**config.mk**
```make
export PLATFORM = sky130hd
export DESIGN_NAME = mnlm_slot
export DESIGN_NICKNAME = d
export VERILOG_FILES = /design/src/rtl/mnlm_pkg.sv /design/src/rtl/mnlm_cell.sv /design/src/rtl/mnlm_slot.sv
export SDC_FILE = /design/constraint.sdc
export NUM_CORES = 1
export LEC_CHECK = 0
export BUFFER_PORTS_ARGS = -buffer_cell sky130_fd_sc_hd__buf_2
export CORE_MARGIN = 4
export CORE_UTILIZATION = 40
export CTS_CLUSTER_SIZE = 28
export DETAILED_ROUTE_END_ITERATION = 10
export PLACE_DENSITY = 0.65
export SLEW_MARGIN = 20
export SYNTH_ARGS = -nofsm -noshare
export SYNTH_HDL_FRONTEND = slang
export SYNTH_HIERARCHICAL = 1
export SYNTH_SLANG_ARGS = --single-unit
```
**constraint.sdc**
```tcl
create_clock -name clk -period 1.9 [get_ports clk]
set_input_delay 0.38 -clock clk [delete_from_list [all_inputs] [get_ports clk]]
set_output_delay 0.38 -clock clk [all_outputs]
set_load 0.005 [all_outputs]
```
**src/rtl/mnlm_pkg.sv**
```systemverilog
// ----------------------------------------------------------------------------
// mnlm_pkg
// Shared constants and types of the multi-needle line matcher.
// ----------------------------------------------------------------------------
package mnlm_pkg;

    localparam int PATTERN_SLOTS     = 16;
    localparam int MAX_PATTERN_BYTES = 32;

    localparam int SLOT_W = 4;
    localparam int OFF_W  = 5;
    localparam int BYTE_W = 8;
    localparam int ACT_W  = 5;
    localparam int LEN_W  = $clog2(MAX_PATTERN_BYTES + 1);
    localparam int IDX_W  = $clog2(MAX_PATTERN_BYTES);

    localparam int IN_TDATA_W  = 24;
    localparam int IN_TUSER_W  = 2;
    localparam int OUT_TDATA_W = 8;

    localparam logic OP_LOAD = 1'b0;
    localparam logic OP_SCAN = 1'b1;

    typedef enum logic
    {
        ST_RUN,
        ST_REPLAY
    } mode_t;

    // Shared data broadcast to every slot
    typedef struct packed
    {
        logic [BYTE_W-1:0] data;
        logic [OFF_W-1:0]  off;
        logic              last;
    } cell_bus_t;

    // Per-slot strobes
    typedef struct packed
    {
        logic load;
        logic step;
        logic clear;
    } slot_ctrl_t;

endpackage

```
**src/rtl/mnlm_cell.sv**
```systemverilog
// ----------------------------------------------------------------------------
// mnlm_cell
// One pattern byte and its prefix-match bit; on every step the match bit
// takes its left neighbor's match bit ANDed with the compare of its byte.
// ----------------------------------------------------------------------------
module mnlm_cell
    import mnlm_pkg::*;
(
    input  logic              clk,
    input  logic              rst_n,
    input  logic [BYTE_W-1:0] data,
    input  logic              we,
    input  logic              step,
    input  logic              clear,
    input  logic              prev_match,
    output logic              match,
    output logic              cmp_match
);

    logic [BYTE_W-1:0] pat_reg;
    logic [BYTE_W-1:0] pat_next;
    logic              match_reg;
    logic              match_next;

    assign cmp_match = prev_match && (pat_reg == data);
    assign match     = match_reg;

    always_comb
    begin
        pat_next = we ? data : pat_reg;
    end

    always_comb
    begin
        match_next = match_reg;
        if (clear)
        begin
            match_next = 1'b0;
        end
        else if (step)
        begin
            match_next = cmp_match;
        end
    end

    always_ff @(posedge clk)
    begin
        pat_reg <= pat_next;
    end

    always_ff @(posedge clk or negedge rst_n)
    begin
        if (!rst_n)
        begin
            match_reg <= 1'b0;
        end
        else
        begin
            match_reg <= match_next;
        end
    end

endmodule

```
**src/rtl/mnlm_slot.sv**
```systemverilog
// ----------------------------------------------------------------------------
// mnlm_slot
// Chain of pattern cells for one slot, with the pattern length and the
// match tap at the pattern's last byte.
// ----------------------------------------------------------------------------
module mnlm_slot
    import mnlm_pkg::*;
(
    input  logic       clk,
    input  logic       rst_n,
    input  cell_bus_t  bus,
    input  slot_ctrl_t ctrl,
    output logic       tap_hit
);

    logic [MAX_PATTERN_BYTES-1:0] match_vec;
    logic [MAX_PATTERN_BYTES-1:0] cmp_vec;
    logic [MAX_PATTERN_BYTES-1:0] we_vec;
    logic [LEN_W-1:0]             len_reg;
    logic [LEN_W-1:0]             len_next;
    logic [IDX_W-1:0]             tap_idx;

    genvar j;
    generate
        for (j = 0; j < MAX_PATTERN_BYTES; j++)
        begin : g_cell
            logic prev;
            if (j == 0)
            begin : g_head
                assign prev = 1'b1;
            end
            else
            begin : g_body
                assign prev = match_vec[j-1];
            end

            assign we_vec[j] = ctrl.load && (int'(bus.off) == j);

            mnlm_cell u_cell
            (
                .clk        (clk),
                .rst_n      (rst_n),
                .data       (bus.data),
                .we         (we_vec[j]),
                .step       (ctrl.step),
                .clear      (ctrl.clear),
                .prev_match (prev),
                .match      (match_vec[j]),
                .cmp_match  (cmp_vec[j])
            );
        end
    endgenerate

    always_comb
    begin
        len_next = len_reg;
        if (ctrl.load && bus.last)
        begin
            len_next = LEN_W'(bus.off) + LEN_W'(1);
        end
    end

    assign tap_idx = IDX_W'(len_reg - LEN_W'(1));
    assign tap_hit = (len_reg != '0) && cmp_vec[tap_idx];

    always_ff @(posedge clk or negedge rst_n)
    begin
        if (!rst_n)
        begin
            len_reg <= '0;
        end
        else
        begin
            len_reg <= len_next;
        end
    end

endmodule

```
==> results.sh <==
export IMPL_final_max_slew_viol_count=0
export IMPL_cts_tree="built"
export IMPL_grtUsageTotal_pct=16.0
export IMPL_drtAntennaViolNets=0
export IMPL_fmax_ghz=0.321
export IMPL_n_fill_cell=2787
export IMPL_layout_setup_ws_ns=-1.22
export IMPL_crit_chain="xor2_1 > nor2_1 > nand4_1 > nor4_1 > mux4_2 > o21ai_0 > o211ai_1 > buf_2"
export IMPL_power_share_switching_pct=22.8
export IMPL_drive_gt1_share_pct=20.6
export IMPL_drc=0
export IMPL_die_h_um=190
export IMPL_grt_max_degree=32
export IMPL_ff_latch_area_um2=8610
export IMPL_clkTransAtPathRegs_ns=0.06
export IMPL_holdPathStages=2
export IMPL_dpl_hpwl_um=20100
export IMPL_synth_area_per_cell_um2=13.7
export IMPL_numCtsBuffers=31
export IMPL_hold_viol_final=0
export IMPL_seqPwrFrac_pct=50.5
export IMPL_worstMarginPinSlew_ns=0.601
export IMPL_wl_um=28800
export IMPL_multi_input_area_um2=4560
export IMPL_crit_path_top_delay_cell="nor4_1"
export IMPL_drt_vias_per_instance=4.94
export IMPL_arrival_ns=2.74
export IMPL_die_w_um=190
export IMPL_switchingPower_uw=3220
export IMPL_timing_hold_ws_ns=0.150
export IMPL_synth_nets=989
export IMPL_power_density_nw_per_um2=863
export IMPL_yosys_warnings=6
export IMPL_rsz0062_at_grt="yes"
export IMPL_final_instance_count_excl_fill=1645
export IMPL_status="finished with violations"
export IMPL_reg2reg_depth=5
export IMPL_grt_pass1_wl_um=45800
export IMPL_antenna_found_initial=2
export IMPL_critical_path_top_delay_family="simple AND/OR/NAND/NOR gates"
export IMPL_finalSetupViolations=1
export IMPL_comb_power_share_pct=10.6
export IMPL_peakVddDrop_mv=0.732
export IMPL_r2r_end="g_cell[21].u_cell/match$_DFFE_PN0P_"
export IMPL_final_core_util_pct=50.3
export IMPL_io_pins=20
export IMPL_p_int_uw=10900
export IMPL_io_buffers=19
export IMPL_htreeDepth=1
export IMPL_grt_overflow=0
export IMPL_largest_reg_flops=256
export IMPL_max_cap_violations=0
export IMPL_first_global_vias=8163
export IMPL_cp_max_fo=2
export IMPL_endpoint_kind="output port"
export IMPL_synthCells=963
export IMPL_pwr_share_clk_pct=38.9
export IMPL_min_path_type="in -> reg"
export IMPL_fin_crit_sh_pct=164
export IMPL_r2r_start="g_cell[21].u_cell/pat_reg[6]$_DFFE_PP_"
export IMPL_core_um2=32500
export IMPL_routabilityCongestion=0.840
export IMPL_std_cell_rows=66
export IMPL_start_kind="flop"
export IMPL_clkLatencyLatePin_ns=0.55
export IMPL_via_count=8127
export IMPL_holdCritStartpoint="bus[1]"
export IMPL_cp_num_cells=8
export IMPL_dr_pass1_iters=4
export IMPL_root_buffer="clkbuf_16"
export IMPL_wl_per_cell_um=17.5
export IMPL_cpPeakStageDelay_ns=0.42
export IMPL_drt_iter0_drc=489
export IMPL_cp_data_required_time_ns=1.52
export IMPL_slew_headroom_pct=59.9
export IMPL_clkSinkCount=293
export IMPL_leakage_uw=0.00573
export IMPL_area_growth_pct=24.1
export IMPL_holdPathEnd="len_reg[0]$_DFFE_PN0P_"
export IMPL_die_area_um2=35900
export IMPL_dp_cells=1586
export IMPL_cp_num_buf_inv=1
export IMPL_synthesis_area_um2=13200
export IMPL_fin_nets=1204
export IMPL_fin_skew_ns=0.0116
export IMPL_violations="negative setup slack"
export IMPL_min_period_ns=3.12
export IMPL_worst_setup_path_type="reg -> out"
export IMPL_rrSetupSlack_ns=0.55
export IMPL_start_util_pct=40.5
export IMPL_dpl_worst_slack_ns=-1.07
export IMPL_clockBufferDepth=3
-- cell usage in the layout (no fill, tap or decap), drive strengths merged, types with 7 or more instances in the layout --
cell type and count:
buf 189, clkbuf 38, clkinv 15, dfrtp 37, edfxtp 256, ha 7
mux2i 12, nand2 81, nand3 7, nand4 33, nor2 93, nor4 32
o21ai 36, or2b 31, or4 31, xnor2 132, xor2 129
-- cell type report --
class                           count  area share, %
Antenna cell                        2         0.0306
Clock buffer                       38           4.90
Clock inverter                     18          0.688
Inverter                            6          0.153
Multi-Input combinational cell    656           27.9
Sequential cell                   293           52.6
Tap cell                          442           3.38
Timing Repair Buffer              190           10.3
-- how the worst max path moves through the flow --
stage	from	end	slack, ns
floorplan	bus[12]	tap_hit	-0.06
detailed placement	bus[12]	tap_hit	-1.07
CTS	g_cell[12].u_cell/pat_reg[6]$_DFFE_PP_	tap_hit	-1.22
global placement	bus[7]	tap_hit	-1.05
finish	g_cell[2].u_cell/pat_reg[4]$_DFFE_PP_	tap_hit	-1.22
global route	g_cell[12].u_cell/pat_reg[6]$_DFFE_PP_	tap_hit	-1.34
-- what timing repair did --
action | CTS | global route
setup buffers | 1 | 0
resized for setup | 5 | 1
setup endpoints to repair | 1 | 1
pin swaps | 6 | 1
hold endpoints to repair | 16 | 0
hold buffers | 1 | 0
-- power groups by stage --
stage	combinational, uW	sequential (uW)	clock (uW)
floorplan	657	7260	0
global placement	1480	7260	0
detailed placement	1500	7260	0
CTS	1520	7130	5610
global route	1630	7130	5930
finish	1500	7130	5490
-- layer usage --
layer | vias to the layer above | track usage, % | share of wire, %
met5 | - | 0 | 0
met2 | 129 | 26.6 | 48
met1 | 4037 | 22.4 | 46
met4 | 0 | 4.06 | 2.1
met3 | 48 | 2.02 | 3.2
li1 | 3913 | - | -
-- metrics by stage --
stage	TNS (ns)	power, uW	area, um2
floorplan	-0.0627	7920	13200
global placement	-1.53	8740	15400
detailed placement	-1.68	8770	15400
CTS	-1.22	14300	16400
global route	-1.34	14700	16400
finish	-1.22	14100	16400
Power figures use the tool's default switching activity.
